$ cat src/hw/rtl/coprime_set_classifier_unit_macros.svh
// Assertion macros shared by the coprime set classifier RTL.
// No dependencies; included by the modules that carry assertions.
`ifndef COPRIME_SET_CLASSIFIER_UNIT_MACROS_SVH
`define COPRIME_SET_CLASSIFIER_UNIT_MACROS_SVH

// Antecedent implies consequent in the same cycle
`define CSC_ASSERT_IMPL(lbl, clk, rst_n, ante, cons) \
    lbl: assert property (@(posedge clk) disable iff (!rst_n) (ante) |-> (cons)) \
        else $error("same-cycle implication failed");

// Antecedent implies consequent in the next cycle
`define CSC_ASSERT_NEXT(lbl, clk, rst_n, ante, cons) \
    lbl: assert property (@(posedge clk) disable iff (!rst_n) (ante) |=> (cons)) \
        else $error("next-cycle implication failed");

`endif

$ cat src/hw/rtl/csc_pkg.sv
// Shared types and constants for the coprime set classifier.
// No dependencies; imported by every module of the block.
package csc_pkg;

    localparam int unsigned VALUE_BITS_DEF = 20;
    localparam longint unsigned SEEN_DEPTH_DEF = 64'd1048576;
    // width of the set tag kept per bitmap entry
    localparam int unsigned EPOCH_BITS = 8;

    typedef enum logic [1:0] {
        VERDICT_PAIRWISE    = 2'd0,
        VERDICT_SETWISE     = 2'd1,
        VERDICT_NOT_COPRIME = 2'd2
    } verdict_t;

    typedef enum logic [1:0] {
        DIV_SEL_GCD = 2'd0,
        DIV_SEL_FAC = 2'd1,
        DIV_SEL_IDX = 2'd2
    } div_sel_t;

    // commands from controller to datapath
    typedef struct packed {
        logic     load;
        logic     gcd_step;
        logic     gcd_store;
        logic     div_start;
        div_sel_t div_sel;
        logic     d_next;
        logic     n_from_q;
        logic     p_from_d;
        logic     p_from_n;
        logic     idx_load;
        logic     mem_rd;
        logic     mem_wr;
        logic     clr_step;
        logic     out_load;
        logic     set_clear;
    } csc_cmd_t;

    // status from datapath to controller
    typedef struct packed {
        logic div_busy;
        logic div_done;
        logic y_zero;
        logic n_zero;
        logic n_one;
        logic dsq_gt_n;
        logic rem_zero;
        logic need_mod;
        logic clr_last;
        logic last_item;
        logic epoch_max;
    } csc_stat_t;

endpackage

$ cat src/hw/rtl/csc_ctrl.sv
// Controller state machine sequencing gcd, trial division and bitmap marking.
// Depends on csc_pkg and the assertion macro header.
`include "coprime_set_classifier_unit_macros.svh"

module csc_ctrl import csc_pkg::*; (
    input  logic      aclk,
    input  logic      aresetn,
    input  logic      s_valid,
    output logic      s_ready,
    output logic      m_valid,
    input  logic      m_ready,
    input  csc_stat_t stat,
    output csc_cmd_t  cmd
);

    typedef enum logic [3:0] {
        S_CLEAR,
        S_IDLE,
        S_GCD_TEST,
        S_GCD_DIV,
        S_FAC_TEST,
        S_FAC_DIV,
        S_MARK_IDX,
        S_MARK_MOD,
        S_MARK_RD,
        S_MARK_WR,
        S_STRIP_START,
        S_STRIP_DIV,
        S_FIN
    } state_t;

    state_t state_reg, state_next;
    logic   ret_fin_reg, ret_fin_next;
    logic   m_valid_reg, m_valid_next;

    // next state and commands
    always_comb begin
        state_next   = state_reg;
        ret_fin_next = ret_fin_reg;
        m_valid_next = m_valid_reg && !m_ready;
        cmd          = '0;
        case (state_reg)
            S_CLEAR: begin
                cmd.clr_step = 1'b1;
                if (stat.clr_last) state_next = S_IDLE;
            end
            S_IDLE: begin
                if (s_valid) begin
                    cmd.load   = 1'b1;
                    state_next = S_GCD_TEST;
                end
            end
            S_GCD_TEST: begin
                if (stat.y_zero) begin
                    cmd.gcd_store = 1'b1;
                    state_next    = S_FAC_TEST;
                end else begin
                    cmd.div_start = 1'b1;
                    cmd.div_sel   = DIV_SEL_GCD;
                    state_next    = S_GCD_DIV;
                end
            end
            S_GCD_DIV: begin
                if (stat.div_done) begin
                    cmd.gcd_step = 1'b1;
                    state_next   = S_GCD_TEST;
                end
            end
            S_FAC_TEST: begin
                if (stat.n_zero) begin
                    state_next = S_FIN;
                end else if (stat.dsq_gt_n) begin
                    if (stat.n_one) begin
                        state_next = S_FIN;
                    end else begin
                        cmd.p_from_n = 1'b1;
                        ret_fin_next = 1'b1;
                        state_next   = S_MARK_IDX;
                    end
                end else begin
                    cmd.div_start = 1'b1;
                    cmd.div_sel   = DIV_SEL_FAC;
                    state_next    = S_FAC_DIV;
                end
            end
            S_FAC_DIV: begin
                if (stat.div_done) begin
                    if (stat.rem_zero) begin
                        cmd.n_from_q = 1'b1;
                        cmd.p_from_d = 1'b1;
                        ret_fin_next = 1'b0;
                        state_next   = S_MARK_IDX;
                    end else begin
                        cmd.d_next = 1'b1;
                        state_next = S_FAC_TEST;
                    end
                end
            end
            S_MARK_IDX: begin
                if (stat.need_mod) begin
                    cmd.div_start = 1'b1;
                    cmd.div_sel   = DIV_SEL_IDX;
                    state_next    = S_MARK_MOD;
                end else begin
                    cmd.idx_load = 1'b1;
                    state_next   = S_MARK_RD;
                end
            end
            S_MARK_MOD: begin
                if (stat.div_done) begin
                    cmd.idx_load = 1'b1;
                    state_next   = S_MARK_RD;
                end
            end
            S_MARK_RD: begin
                cmd.mem_rd = 1'b1;
                state_next = S_MARK_WR;
            end
            S_MARK_WR: begin
                cmd.mem_wr = 1'b1;
                state_next = ret_fin_reg ? S_FIN : S_STRIP_START;
            end
            S_STRIP_START: begin
                cmd.div_start = 1'b1;
                cmd.div_sel   = DIV_SEL_FAC;
                state_next    = S_STRIP_DIV;
            end
            S_STRIP_DIV: begin
                if (stat.div_done) begin
                    if (stat.rem_zero) begin
                        cmd.n_from_q = 1'b1;
                        state_next   = S_STRIP_START;
                    end else begin
                        cmd.d_next = 1'b1;
                        state_next = S_FAC_TEST;
                    end
                end
            end
            S_FIN: begin
                if (!stat.last_item) begin
                    state_next = S_IDLE;
                end else if (!m_valid_reg || m_ready) begin
                    // hand over the verdict and start a fresh set
                    cmd.out_load  = 1'b1;
                    cmd.set_clear = 1'b1;
                    m_valid_next  = 1'b1;
                    state_next    = stat.epoch_max ? S_CLEAR : S_IDLE;
                end
            end
            default: state_next = S_IDLE;
        endcase
    end

    always_ff @(posedge aclk) begin
        if (!aresetn) begin
            state_reg   <= S_CLEAR;
            ret_fin_reg <= 1'b0;
            m_valid_reg <= 1'b0;
        end else begin
            state_reg   <= state_next;
            ret_fin_reg <= ret_fin_next;
            m_valid_reg <= m_valid_next;
        end
    end

    assign s_ready = (state_reg == S_IDLE);
    assign m_valid = m_valid_reg;

    `CSC_ASSERT_IMPL(a_div_idle_on_start, aclk, aresetn, cmd.div_start, !stat.div_busy)
    `CSC_ASSERT_IMPL(a_no_overwrite, aclk, aresetn, cmd.out_load, !(m_valid_reg && !m_ready))
    `CSC_ASSERT_NEXT(a_verdict_shown, aclk, aresetn, cmd.out_load, m_valid)
    `CSC_ASSERT_IMPL(a_no_mark_in_clear, aclk, aresetn, cmd.clr_step, !cmd.mem_wr && !s_ready)

endmodule

$ cat config.mk
export PLATFORM = sky130hd
export DESIGN_NAME = csc_ctrl
export DESIGN_NICKNAME = d
export VERILOG_FILES = /design/src/hw/rtl/csc_pkg.sv /design/src/hw/rtl/csc_ctrl.sv
export VERILOG_INCLUDE_DIRS = /design/src /design/src/hw/rtl
export SDC_FILE = /design/constraint.sdc
export NUM_CORES = 1
export LEC_CHECK = 0
export BUFFER_PORTS_ARGS = -buffer_cell sky130_fd_sc_hd__buf_4
export CAP_MARGIN = 20
export CORE_UTILIZATION = 40
export DETAILED_ROUTE_END_ITERATION = 6
export GPL_ROUTABILITY_DRIVEN = 0
export PLACE_DENSITY = 0.79
export SYNTH_ARGS = -nofsm -noshare
export SYNTH_HDL_FRONTEND = slang
export SYNTH_SLANG_ARGS = --single-unit
$ cat constraint.sdc
create_clock -name aclk -period 3.8 [get_ports aclk]
set_input_delay 0.19 -clock aclk [delete_from_list [all_inputs] [get_ports aclk]]
set_output_delay 0.19 -clock aclk [all_outputs]
set_load 0.005 [all_outputs]
==> run metrics <==
measured slew at the worst slew-check pin about 560 ps; DRT antenna net count 0; clock skew roughly 0.96 ps; reg2reg end state_reg[3]; maximum clock rate around 0.5 GHz; TritonRoute pass-1 iters 4; Buffers on Ports 31; crit path DAT 2100 ps; Hold Buf Count CTS 0; layout cells sized above 1 roughly 34%; post-cts sizing count 0; Yosys top cell by area dfxtp_1; ranking of synthesized cells by area dfxtp_1, nor2_1, o21ai_0; final worst slack around 1800 ps; grt ovf 0; initial antenna violation count 0; Cell Rows 13; Cells after Synth 90; CP required 3930 ps; area of the multi-input gates between 400 and 500 sq um; IO Pins 33; first-pass GRT wire length approximately 2900 um; Fin. Hold Viols 0; cell area after synthesis between 600 and 700 sq um; Filler Cell Count 129; Hold Slack around 190 ps; synthesized area per cell between 7 and 8 sq um; Die Wd around 42 um; # DRC 0; R2R cell count 5; Synth top area share a little under a fifth; Setup Viol. Count Final 0; drt total wl around 1800 um; hold depth 2; Post-synth EDFFs 0; die area ~1700 sq um; Post-CTS Setup Bufs 0; WHS Endpoint m_valid; Skew-Pair Late Insertion Delay roughly 240 ps; hold crit path type input pin to flop; CTS H-Tree Depth 1; worst reg-to-reg setup slack roughly 1800 ps; Final Non-Filler Cells 134; Crit Path Category flop to flop; Area Growth Syn to Fin 39.13%; CTS tree built; PwrDens around 530 nW/um^2; final setup TNS 0 ps; placed instance count 131; Die Ht 41.79 um; Peak supply drop about 0.26 mV; synthesized flop and latch total 6; largest net degree at the start of global routing 18; predominant post-synthesis flop cell dfxtp_1; number of global-route vias before repair about 690; reg2reg start state_reg[0]; DR WL/cell about 14 um; RSZ-0062 raised after global routing no; number of flip-flops in the largest register 4; syn nets 105; min Tclk post-route 1966 ps; Crit. End Element flop; Via density 5.836; leakage power around 0.00044 uW; Worst slew margin 62.43%; CP Max Fanout 17; final worst-path cycle share 51.75%; clock tree buffer depth 2; Reg area between 100 and 150 sq um; # Max-Cap Violations 0; hpwl dp around 1400 um; hold_sp aresetn; Core Region between 1000 and 1500 sq um; status finished clean; distinct cell type count after synthesis 38; Root Driver clkbuf_4; synthesis warning total 0; dpl ws roughly 1900 ps; final instance area 880.8 sq um; Async S/R FF share, synth 0%; launching element type of the critical path flop; Placed Area 858.3 sq um; total track usage between 20% and 30%; fin. max-slew vios 0; fin nets 136; CTS buffer count 3; Via Count approximately 780; CTS clk-pin slew, worst paths approximately 40 ps; Ant. Diodes 0; initial core utilization ~46%; register area share after synthesis a little under a fifth; initial DRC count 29; clock sinks 6
## routing by layer
layer  track usage, %  routed length, um  up-vias
met1            25.59                828      361
met3            4.783                 99        2
met2            36.56                877       32
met5                0                  0        -
met4            5.161                  5        0
li1                 -                  -      387
## worst max-delay path, cell delays in order (launching register included)
cell and delay (ps):
dfxtp_1 670, mux2_1 380, nor4_1 280, nor3_1 170
and3_1 200, o21a_1 160
## synth_stat cells, types with 2 or more instances
library cell / instances
inv_1: 5
dfxtp_1: 6
nand2b_1: 3
nand3b_1: 2
and3_1: 5
a21oi_1: 2
nor2b_1: 5
o21a_1: 2
nor4_1: 3
and2_1: 2
nor2_1: 12
nor3_1: 6
buf_2: 3
nand2_1: 4
o21ai_0: 7
## metrics by stage
stage	power (uW)	utilization, %
3_5_place_dp	401.9	62.08
2_1_floorplan	311.3	-
5_1_grt	504.4	63.71
6_report	462.5	63.71
4_1_cts	461.4	63.71
3_3_place_gp	398.5	62.08
## power by group
group	internal, uW	leakage, uW	switching, uW
Combinational	138	0.000373	136
Clock	35.6	0.0000138	20.8
Sequential	78.4	0.0000490	54.5
Total	252	0.000435	211
## cell type report
class / instances / area share, %
Tap cell: 15 / 2.131
Inverter: 5 / 2.131
Sequential cell: 6 / 13.64
Clock buffer: 3 / 2.557
Multi-Input combinational cell: 74 / 53.13
Timing Repair Buffer: 31 / 26.42
## cell usage in the layout, fill, tap and decap left out, drive strengths merged, types with 2 or more instances in the layout
cell,instances
nor2,12
or2,2
o21a,2
a21oi,2
nor3,7
buf,31
nand2b,3
o211ai,2
nand2,4
nor4,3
and3,5
inv,5
clkbuf,3
nand3b,2
dfxtp,6
nor2b,5
o21ai,7
and2,2
## how the worst max path moves through the flow
stage                             from      endpoint  slack (ps)  cells past startpoint
after global routing      state_reg[0]  state_reg[3]        1710                      5
after global placement    state_reg[0]  state_reg[3]        1910                      5
after detailed placement  state_reg[0]  state_reg[3]        1890                      5
after floorplan           state_reg[0]  state_reg[3]        2270                      5
after CTS                 state_reg[0]  state_reg[3]        1850                      5
final                     state_reg[0]  state_reg[3]        1830                      5
## cells by family after synthesis
kind of cell	synth area share, %
muxes	1.779
buffers and inverters	7.114
AOI/OAI and AO/OA	23.32
DFF	18.97
and+or+nand+nor	48.81
Power figures use the tool's default switching activity.
